==> config.mk <==
export PLATFORM = sky130hd
export DESIGN_NAME = sct_csr
export DESIGN_NICKNAME = d
export VERILOG_FILES = /design/src/hdl/assert_macros.svh /design/src/hdl/sct_pkg.sv /design/src/hdl/sct_csr.sv
export SDC_FILE = /design/constraint.sdc
export NUM_CORES = 1
export LEC_CHECK = 0
export BUFFER_PORTS_ARGS = -buffer_cell sky130_fd_sc_hd__buf_2
export CORE_AREA = 2 2 222 224
export CTS_BUF_LIST = sky130_fd_sc_hd__clkbuf_16
export DETAILED_ROUTE_END_ITERATION = 8
export DIE_AREA = 0 0 224 226
export RECOVER_POWER = 25
export SLEW_MARGIN = 20
export SYNTH_ARGS = -nofsm -noshare
export SYNTH_HDL_FRONTEND = slang
export SYNTH_SLANG_ARGS = --single-unit
==> constraint.sdc <==
create_clock -name clock -period 5.4 [get_ports clock]
set_input_delay 0.27 -clock clock [delete_from_list [all_inputs] [get_ports clock]]
set_output_delay 0.27 -clock clock [all_outputs]
set_load 0.05 [all_outputs]
==> src/hdl/assert_macros.svh <==
// Assertion macros used by the symmetry transform RTL.
`ifndef ASSERT_MACROS_SVH
`define ASSERT_MACROS_SVH

// Checked on every rising clock edge outside reset.
`define SCT_ASSERT(label, prop, msg) \
   label: assert property (@(posedge clock) disable iff (reset) prop) \
      else $error(msg);

// Checked on every rising clock edge, reset included.
`define SCT_ASSERT_ALWAYS(label, prop, msg) \
   label: assert property (@(posedge clock) prop) else $error(msg);

`endif

==> src/hdl/sct_pkg.sv <==
// Types, constants and helpers of the symmetry coordinate transform.
package sct_pkg;

   localparam int COORD_W   = 32;
   localparam int COEF_W    = 21;
   localparam int REG_W     = 63;
   localparam int NUM_REGS  = 8;
   localparam int IDX_W     = 3;
   localparam int SLOT_W    = 16;
   localparam int FRAC_DROP = 14;

   // first product, coefficient times coordinate
   localparam int PROD1_W = COEF_W + COORD_W;
   // wide intermediate vector, never saturated
   localparam int ACC_W   = 42;
   // second product is split into a low unsigned and a high signed part
   localparam int SPLIT_W = 21;
   localparam int PL_W    = COEF_W + SPLIT_W + 1;
   localparam int PH_W    = COEF_W + (ACC_W - SPLIT_W);
   localparam int PROD2_W = COEF_W + ACC_W;
   localparam int TERM_W  = PROD2_W - FRAC_DROP;
   localparam int SUM_W   = TERM_W + 2;

   // register indexes
   localparam logic [IDX_W-1:0] REG_FIRST_ROW0   = 3'd0;
   localparam logic [IDX_W-1:0] REG_FIRST_ROW1   = 3'd1;
   localparam logic [IDX_W-1:0] REG_FIRST_ROW2   = 3'd2;
   localparam logic [IDX_W-1:0] REG_FIRST_TRANS  = 3'd3;
   localparam logic [IDX_W-1:0] REG_SECOND_ROW0  = 3'd4;
   localparam logic [IDX_W-1:0] REG_SECOND_ROW1  = 3'd5;
   localparam logic [IDX_W-1:0] REG_SECOND_ROW2  = 3'd6;
   localparam logic [IDX_W-1:0] REG_SECOND_TRANS = 3'd7;

   // identity rows: 1.0 in Q6.14 in the matching column
   localparam logic [REG_W-1:0] ROW0_RESET  = 63'd16384;
   localparam logic [REG_W-1:0] ROW1_RESET  = 63'd34359738368;
   localparam logic [REG_W-1:0] ROW2_RESET  = 63'd72057594037927936;
   localparam logic [REG_W-1:0] TRANS_RESET = 63'd0;

   typedef logic signed [COEF_W-1:0]  coef_type;
   typedef logic signed [COORD_W-1:0] coord_type;
   typedef logic signed [ACC_W-1:0]   acc_type;

   localparam acc_type ACC_ONE     = 42'sd65536;
   localparam acc_type ACC_NEG_ONE = -42'sd65536;
   localparam acc_type ACC_TWO     = 42'sd131072;

   localparam coord_type COORD_MAX = 32'sh7FFF_FFFF;
   localparam coord_type COORD_MIN = 32'sh8000_0000;

   typedef struct packed {
      logic [SLOT_W-1:0] slot;
      logic              last;
   } tag_type;

   typedef struct packed {
      logic [2:0][REG_W-1:0] m1;
      logic [REG_W-1:0]      t1;
      logic [2:0][REG_W-1:0] m2;
      logic [REG_W-1:0]      t2;
   } cfg_type;

   // coefficient k of a packed register, column 0 in the low bits
   function automatic coef_type coef_of(input logic [REG_W-1:0] r, input logic [1:0] k);
      coef_of = r[COEF_W*k +: COEF_W];
   endfunction

   // translation k widened from 14 to 16 fraction bits
   function automatic acc_type trans_of(input logic [REG_W-1:0] r, input logic [1:0] k);
      trans_of = acc_type'(coef_of(r, k)) <<< 2;
   endfunction

endpackage

==> src/hdl/sct_csr.sv <==
// Configuration register file of the symmetry transform.
module sct_csr
   import sct_pkg::*;
(
   input  logic             clock,
   input  logic             reset,
   input  logic             csr_valid,
   output logic             csr_ready,
   input  logic [IDX_W-1:0] csr_index,
   input  logic [REG_W-1:0] csr_data,
   output cfg_type          cfg
);

   logic [REG_W-1:0] regs_ff [NUM_REGS];

   assign csr_ready = 1'b1;

   always_ff @(posedge clock) begin
      if (reset) begin
         regs_ff[REG_FIRST_ROW0]   <= ROW0_RESET;
         regs_ff[REG_FIRST_ROW1]   <= ROW1_RESET;
         regs_ff[REG_FIRST_ROW2]   <= ROW2_RESET;
         regs_ff[REG_FIRST_TRANS]  <= TRANS_RESET;
         regs_ff[REG_SECOND_ROW0]  <= ROW0_RESET;
         regs_ff[REG_SECOND_ROW1]  <= ROW1_RESET;
         regs_ff[REG_SECOND_ROW2]  <= ROW2_RESET;
         regs_ff[REG_SECOND_TRANS] <= TRANS_RESET;
      end else if (csr_valid) begin
         regs_ff[csr_index] <= csr_data;
      end
   end

   always_comb begin
      cfg.m1[0] = regs_ff[REG_FIRST_ROW0];
      cfg.m1[1] = regs_ff[REG_FIRST_ROW1];
      cfg.m1[2] = regs_ff[REG_FIRST_ROW2];
      cfg.t1    = regs_ff[REG_FIRST_TRANS];
      cfg.m2[0] = regs_ff[REG_SECOND_ROW0];
      cfg.m2[1] = regs_ff[REG_SECOND_ROW1];
      cfg.m2[2] = regs_ff[REG_SECOND_ROW2];
      cfg.t2    = regs_ff[REG_SECOND_TRANS];
   end

endmodule

==> flow_summary_export.csv, run 1 <==
group,metric,value,unit
synth,syn_nets,1265,
setup_path,slowest_stage_cell_crit_path,"clkbuf_1",
global_routing,global_route.usage.met3,5.58,%
global_routing,grt_use_met2,35.8,%
floorplanning,core-area,48300,µm²
hold_path,min_path_type,"in2reg",
job,max_cap_viol_count,0,
timing,final_clock_period_utilization_by_the_worst_path,58.9,%
placement,count_of_port_buffers_added_during_placement,572,
timing,final.setup.tns,0,ps
placement,place_congestion,0.854,
pwr,switching_power,2.91,mW
cts,ctsResizeCount,0,
setup_path,worstPathArrival,3430,ps
setup_path,startpoint_type,"input port",
pwr,pwr-share-comb,16.2,%
drt,detail_route.wl_per_cell,25.2,µm
global_routing,grt_use_total,23.1,%
cts,clock_tree.htree_level_count,2,
timing,setup_repair_after_global_routing_missed_its_margin,"no",
floorplanning,ios,574,
cells_and_area,reg.largest.list,"regs_ff (504)",
floorplanning,die_width,224,µm
run_status,run_status,"finished, final reports clean",
synth,syn-instance-count,1196,
timing,report.final.hold_viol_count,0,
pwr,pwr-share-clk,35.4,%
setup_path,required_worst_endpoint,5650,ps
floorplanning,core_rows,81,
cts,ctsLongestPathBuffers,3,
setup_path,crit_path_cell_trace,"clkbuf_1 -> buf_4 -> nor2b_1 -> a21o_2 -> buf_4",
pwr,power_report.internal_total,6.70,mW
cells_and_area,design.final.nets,1805,
cells_and_area,post_route_cells_drive_above_1_share,31.0,%
floorplanning,die_area,50600,µm²
cts,cts_buffers,52,
timing,tightestPinTransition,1390,ps
synth,synth.cell_area,18800,µm²
floorplanning,starting_utilization_of_the_core_area,39.0,%
cts,cts_num_sinks,504,
placement,detailed_place_hpwl,41700,µm
pwr,switching_share_of_total_power,30.3,%
drt,drt-total-wl,60600,µm
cts,tritoncts,"yes",
setup_path,worst-setup-path-type,"in2reg",
cells_and_area,areaGrowthSynthToFinish,25.8,%
timing,worst_slew_margin_rel,7.59,%
cts,post_cts_setup_repair_buffer_count,0,
pwr,sequential_group_share_of_total_power,48.3,%
global_routing,grtUsageMet1,32.0,%
cells_and_area,postLayoutCoreUtil,49.0,%
cts,cts.reportedPaths.clkPinSlew,60,ps
setup_path,critical_path.max_stage_delay,980,ps
cells_and_area,final_instance_count_excl_fillers,2402,
cells_and_area,number_of_flip_flops_in_the_largest_register,504,
floorplanning,die_h,226,µm
setup_path,crit_fanout,37,
drt,drt_pass1_iterations,6,
timing,max_freq,314,MHz
cells_and_area,filler_cell_count,4260,
pwr,pwr_density_cell,406,nW/µm²
global_routing,gr-total-overflow,0,
timing,timing_max_transition_violations_final,0,
cells_and_area,final_cell_mix,"edfxtp_1 (504), buf_2 (445), and3_1 (250), nor2_1 (248), clkbuf_1 (127)",
cells_and_area,mostFrequentLayoutCell,"edfxtp_1",
global_routing,grt_antenna_before_repair,2,
timing,finalCriticalPeriod,3180,ps
pwr,total_power,9.61,mW
synth,ys_seq_area_share,80.4,%
pwr,max-vdd-ir-drop,250,µV
global_routing,grt_max_degree,253,
cts,ctsHoldBuffers,0,
synth,synthesis_stage_register_bit_count,504,
cells_and_area,top_register,"regs_ff",
drt,route.detailed.drc,0,
drt,vias,12600,
timing,timing.hold.ws,56.7,ps
setup_path,critPathCaptureType,"flop",
global_routing,first_global_vias,11900,
global_routing,global_route_wire_length_before_repair,84600,µm
placement,placed_cells,2304,
pwr,cellLeakagePower,9.73,nW
global_routing,grt_most_used_layer,"met2",
drt,dr_vias_cell,5.24,
synth,synth_warnings,0,
cts,cell_at_the_root_of_the_clock_tree,"clkbuf_16",
drt,drt_iter0_markers,1281,
synth,syn_area_per_cell,15.7,µm²
synth,yosysUniqueCellTypes,22,
drt,antenna_left,0,
timing,number_of_setup_violations_in_the_final_report,0,
setup_path,crit_top_cell,"buf_4",
synthesized netlist by cell type (all sizes together):
cell | instances | share of area (%)
or3 | 2 | 0.066
edfxtp | 504 | 80
nand2 | 2 | 0.040
nor2 | 249 | 5.0
buf | 45 | 1.3
clkbuf | 59 | 1.2
nand4b | 62 | 2.9
and3b | 1 | 0.047
nand3b | 5 | 0.20
a21o | 4 | 0.16
nand2b | 2 | 0.066
o21bai | 4 | 0.16
and3 | 250 | 8.3
nor2b | 3 | 0.10
and2 | 1 | 0.033
nor3b | 1 | 0.10
conb | 1 | 0.020
or2 | 1 | 0.033
through the flow:
step	cell area, µm²	setup WS [ps]
floorplan	18800	1220
global placement	22300	2280
detailed placement	22300	2130
CTS	23800	2800
global route	23700	1940
finish	23700	2220
layout make-up:
| type | instances | area [µm²] | area share (%) |
|---|---|---|---|
| Timing Repair Buffer | 590 | 2850 | 12.0 |
| Clock buffer | 53 | 1330 | 5.60 |
| Antenna cell | 4 | 10.0 | 0.0422 |
| Sequential cell | 504 | 15100 | 63.9 |
| Clock inverter | 41 | 272 | 1.15 |
| Multi-Input combinational cell | 588 | 3330 | 14.0 |
| Tap cell | 622 | 778 | 3.28 |
critical path: cells and delay by family:
family	cells	cell delay [ps]
buf+inv	3	1950
compound gates	1	770
simple gates	1	360
final timing paths:
check	end	startpoint	slack (ps)	depth (start not counted)
worst max-delay path	regs_ff[2][27]$_SDFFCE_PN0P_	csr_valid	2220	5
worst min-delay path	regs_ff[6][19]$_SDFFCE_PN0P_	csr_data[19]	60	2
power groups by stage:
stage / Combinational (mW) / Sequential (mW) / Clock (mW)
finish: 1.56 / 4.65 / 3.41
global route: 1.61 / 4.67 / 3.60
CTS: 1.59 / 4.65 / 3.45
detailed placement: 1.59 / 4.73 / 0
global placement: 1.58 / 4.72 / 0
floorplan: 0.188 / 5.66 / 0
layer usage:
| metal | part of all wire (%) | wire [µm] | vias up |
|---|---|---|---|
| met5 | 0 | 0 | - |
| met4 | 2.9 | 1730 | 0 |
| met3 | 8.4 | 5100 | 108 |
| met2 | 47 | 28600 | 598 |
| met1 | 42 | 25200 | 6342 |
| li1 | - | - | 5536 |
kinds of logic after synthesis:
logic type             after synthesis  synth area share [%]
and+or+nand+nor                    579                  16.8
DFF                                504                  80.4
buffers and inverters              104                  2.46
AOI/OAI and AO/OA                    8                 0.319
other                                1                0.0199
Power figures use the tool's default switching activity.
==> inputs of run 2 (changes only) <==
--- a/config.mk
+++ b/config.mk
@@ -5,11 +5,13 @@
 export SDC_FILE = /design/constraint.sdc
 export NUM_CORES = 1
 export LEC_CHECK = 0
+export ABC_AREA = 1
 export BUFFER_PORTS_ARGS = -buffer_cell sky130_fd_sc_hd__buf_2
-export CORE_AREA = 2 2 222 224
+export CORE_AREA = 2 2 224 226
 export CTS_BUF_LIST = sky130_fd_sc_hd__clkbuf_16
 export DETAILED_ROUTE_END_ITERATION = 8
-export DIE_AREA = 0 0 224 226
+export DIE_AREA = 0 0 226 228
+export PLACE_DENSITY = 0.66
 export RECOVER_POWER = 25
 export SLEW_MARGIN = 20
 export SYNTH_ARGS = -nofsm -noshare
==> constraint.sdc (replaced) <==
create_clock -name clock -period 2.65 [get_ports clock]
set_input_delay 0.1325 -clock clock [delete_from_list [all_inputs] [get_ports clock]]
set_output_delay 0.1325 -clock clock [all_outputs]
set_load 0.05 [all_outputs]
==> run 2 against run 1 <==
Effect of this change:
- sequential cell count is the same
- critical path depth is the same
- highest routed layer is now met5
- first-iteration DRC count shrank 0.55%
- combinational power grew 100%
==> flow_summary_export.csv, run 2 <==
group,metric,value,unit
placement,detailed_place_hpwl,39700,µm
synth,synthFlopType,"edfxtp_1",
cells_and_area,areaGrowthSynthToFinish,23.7,%
cts,cts_num_sinks,504,
synth,syn-instance-count,1196,
setup_path,required_worst_endpoint,2840,ps
synth,yosys.cell_count.top_type,"edfxtp_1",
synth,share_of_yosys_cell_area_claimed_by_the_top_area_cell_type,78.5,%
setup_path,crit_fanout,33,
cts,tritoncts,"yes",
cts,clock_tree.htree_level_count,2,
synth,syn_nets,1265,
synth,synth_top_cells_by_count,"edfxtp_1 (504), nor3_1 (265), nor2_1 (120)",
drt,detail_route.wl_per_cell,24.6,µm
setup_path,startpoint_type,"input port",
placement,placed_cells,2377,
drt,dr_vias_cell,5.18,
cts,cts.reportedPaths.clkPinSlew,60,ps
synth,synth_edf_count,504,
timing,finalCriticalPeriod,2130,ps
drt,antenna_left,0,
floorplanning,starting_utilization_of_the_core_area,39.1,%
cells_and_area,final_area,23800,µm²
placement,placement.setup.worst_slack,578,ps
global_routing,grt_max_degree,164,
cells_and_area,number_of_flip_flops_in_the_largest_register,504,
cells_and_area,post_route_cells_drive_above_1_share,24.2,%
timing,tightestPinTransition,1050,ps
pwr,pwr_density_cell,816,nW/µm²
setup_path,critPathCaptureType,"flop",
synth,synth.cell_area,19300,µm²
floorplanning,die_width,226,µm
cells_and_area,postLayoutCoreUtil,48.3,%
synth,ys_seq_area_share,78.5,%
run_status,run_status,"finished, final reports clean",
drt,vias,12800,
cells_and_area,final_cell_mix,"edfxtp_1 (504), clkbuf_1 (373), nor3_1 (265), buf_2 (199), nor2_1 (120)",
synth,netlist_top_cells_area,"edfxtp_1 (78%), nor3_1 (6.9%), nor3_2 (5.7%)",
hold_path,min_to,"regs_ff[0][50]$_SDFFCE_PN0P_",
global_routing,gr-total-overflow,0,
cells_and_area,reg.largest.list,"regs_ff (504)",
floorplanning,core_rows,82,
drt,drt-total-wl,61000,µm
timing,report.final.hold_viol_count,0,
cells_and_area,filler_cell_count,4501,
floorplanning,core-area,49300,µm²
drt,route.detailed.drc,0,
synth,async_flop_share,0,%
cts,cell_at_the_root_of_the_clock_tree,"clkbuf_16",
synth,synth_warnings,0,
timing,setup_slack,521,ps
placement,detailed_place.area,22700,µm²
setup_path,worstPathArrival,2320,ps
timing,setup_repair_after_global_routing_missed_its_margin,"no",
timing,timing_max_transition_violations_final,0,
global_routing,first_global_vias,12500,
cts,cts_buffers,51,
job,max_cap_viol_count,0,
cts,ctsResizeCount,0,
timing,number_of_setup_violations_in_the_final_report,0,
timing,worst_slew_margin_rel,29.8,%
synth,yosysUniqueCellTypes,21,
pwr,cellLeakagePower,8.10,nW
hold_path,hold_path_depth,3,
hold_path,min_path_type,"in2reg",
cells_and_area,design.final.nets,1833,
timing,timing.hold.ws,19.6,ps
synth,yosysTopAreaCell,"edfxtp_1",
floorplanning,ios,574,
synth,syn_area_per_cell,16.1,µm²
placement,count_of_port_buffers_added_during_placement,572,
pwr,total_power,19.5,mW
drt,drt_pass1_iterations,5,
cells_and_area,mostFrequentLayoutCell,"edfxtp_1",
setup_path,worst-setup-path-type,"in2reg",
timing,final.setup.tns,0,ps
pwr,max-vdd-ir-drop,634,µV
hold_path,hold_path_startpoint,"csr_data[50]",
global_routing,global_route_wire_length_before_repair,85600,µm
placement,place_congestion,0.803,
cells_and_area,final_instance_count_excl_fillers,2477,
timing,final_clock_period_utilization_by_the_worst_path,80.3,%
floorplanning,die_h,228,µm
drt,drt_iter0_markers,1274,
cts,ctsLongestPathBuffers,3,
floorplanning,die_area,51500,µm²
cells_and_area,top_register,"regs_ff",
global_routing,grt_use_total,22.9,%
global_routing,grt_antenna_before_repair,3,
synth,synthesis_stage_register_bit_count,504,
timing,max_freq,470,MHz
-- run 2: changes by cell type after synthesis, moves of 7 or more --
cell / previous run / this run
buf_8: 0 / 11
and3_1: 250 / 0
nand2_1: 2 / 9
nor2_2: 0 / 9
buf_6: 3 / 35
clkbuf_1: 56 / 15
nor2_1: 249 / 120
nand4b_1: 62 / 0
nor3_2: 0 / 109
nor3_1: 0 / 265
inv_1: 0 / 66
-- run 2: cell type report --
type	instances	area (µm²)	area share, %
Timing Repair Buffer	610	2810	11.8
Inverter	68	255	1.07
Sequential cell	504	15100	63.5
Tap cell	672	841	3.53
Multi-Input combinational cell	529	3220	13.5
Antenna cell	2	5.00	0.0210
Clock inverter	39	254	1.07
Clock buffer	53	1330	5.56
-- run 2: power by group --
group / switching (mW) / leakage (nW) / internal [mW]
registers: 0.153 / 4.84 / 9.28
logic: 2.76 / 2.45 / 0.362
clock network: 3.01 / 0.816 / 3.89
-- run 2: repair_timing --
action                                 CTS  global route
endpoints found under the hold margin    6             0
hold buffers                             6             0
setup buffers                            0             0
-- run 2: critical path, stage by stage --
cell and delay, ps:
dlygate4sd3_1 550, clkbuf_1 330, nand3_4 130, o21ai_4 290, clkbuf_2 840
-- run 2: routing by layer --
layer	wire, µm	GRT usage [%]	vias to the layer above	share of wire (%)
li1	-	-	5545	-
met1	23000	29.1	6452	38
met2	30200	37.9	733	49
met3	5920	6.14	107	9.7
met4	1820	7.95	2	3.0
met5	16	0	-	0.026
-- run 2: worst max-delay path by stage --
| stage | from | end | slack (ps) | cells after the start |
|---|---|---|---|---|
| final | csr_index[0] | regs_ff[7][11]$_SDFFCE_PN0P_ | 520 | 5 |
| after global routing | csr_index[0] | regs_ff[7][29]$_SDFFCE_PN0P_ | 470 | 5 |
| after CTS | reset | regs_ff[2][34]$_SDFFCE_PN0P_ | 640 | 6 |
| after detailed placement | reset | regs_ff[2][38]$_SDFFCE_PN0P_ | 580 | 5 |
| after global placement | reset | regs_ff[2][34]$_SDFFCE_PN0P_ | 660 | 5 |
| after floorplan | reset | regs_ff[2][0]$_SDFFCE_PN0P_ | -1180 | 5 |
-- run 2: cell families after synthesis --
| logic type | Yosys count | share of synthesized area, % |
|---|---|---|
| DFF | 504 | 78.5 |
| and+or+nand+nor | 522 | 15.8 |
| AOI/OAI and AO/OA | 6 | 0.156 |
| buffers and inverters | 163 | 5.50 |
| other | 1 | 0.0194 |
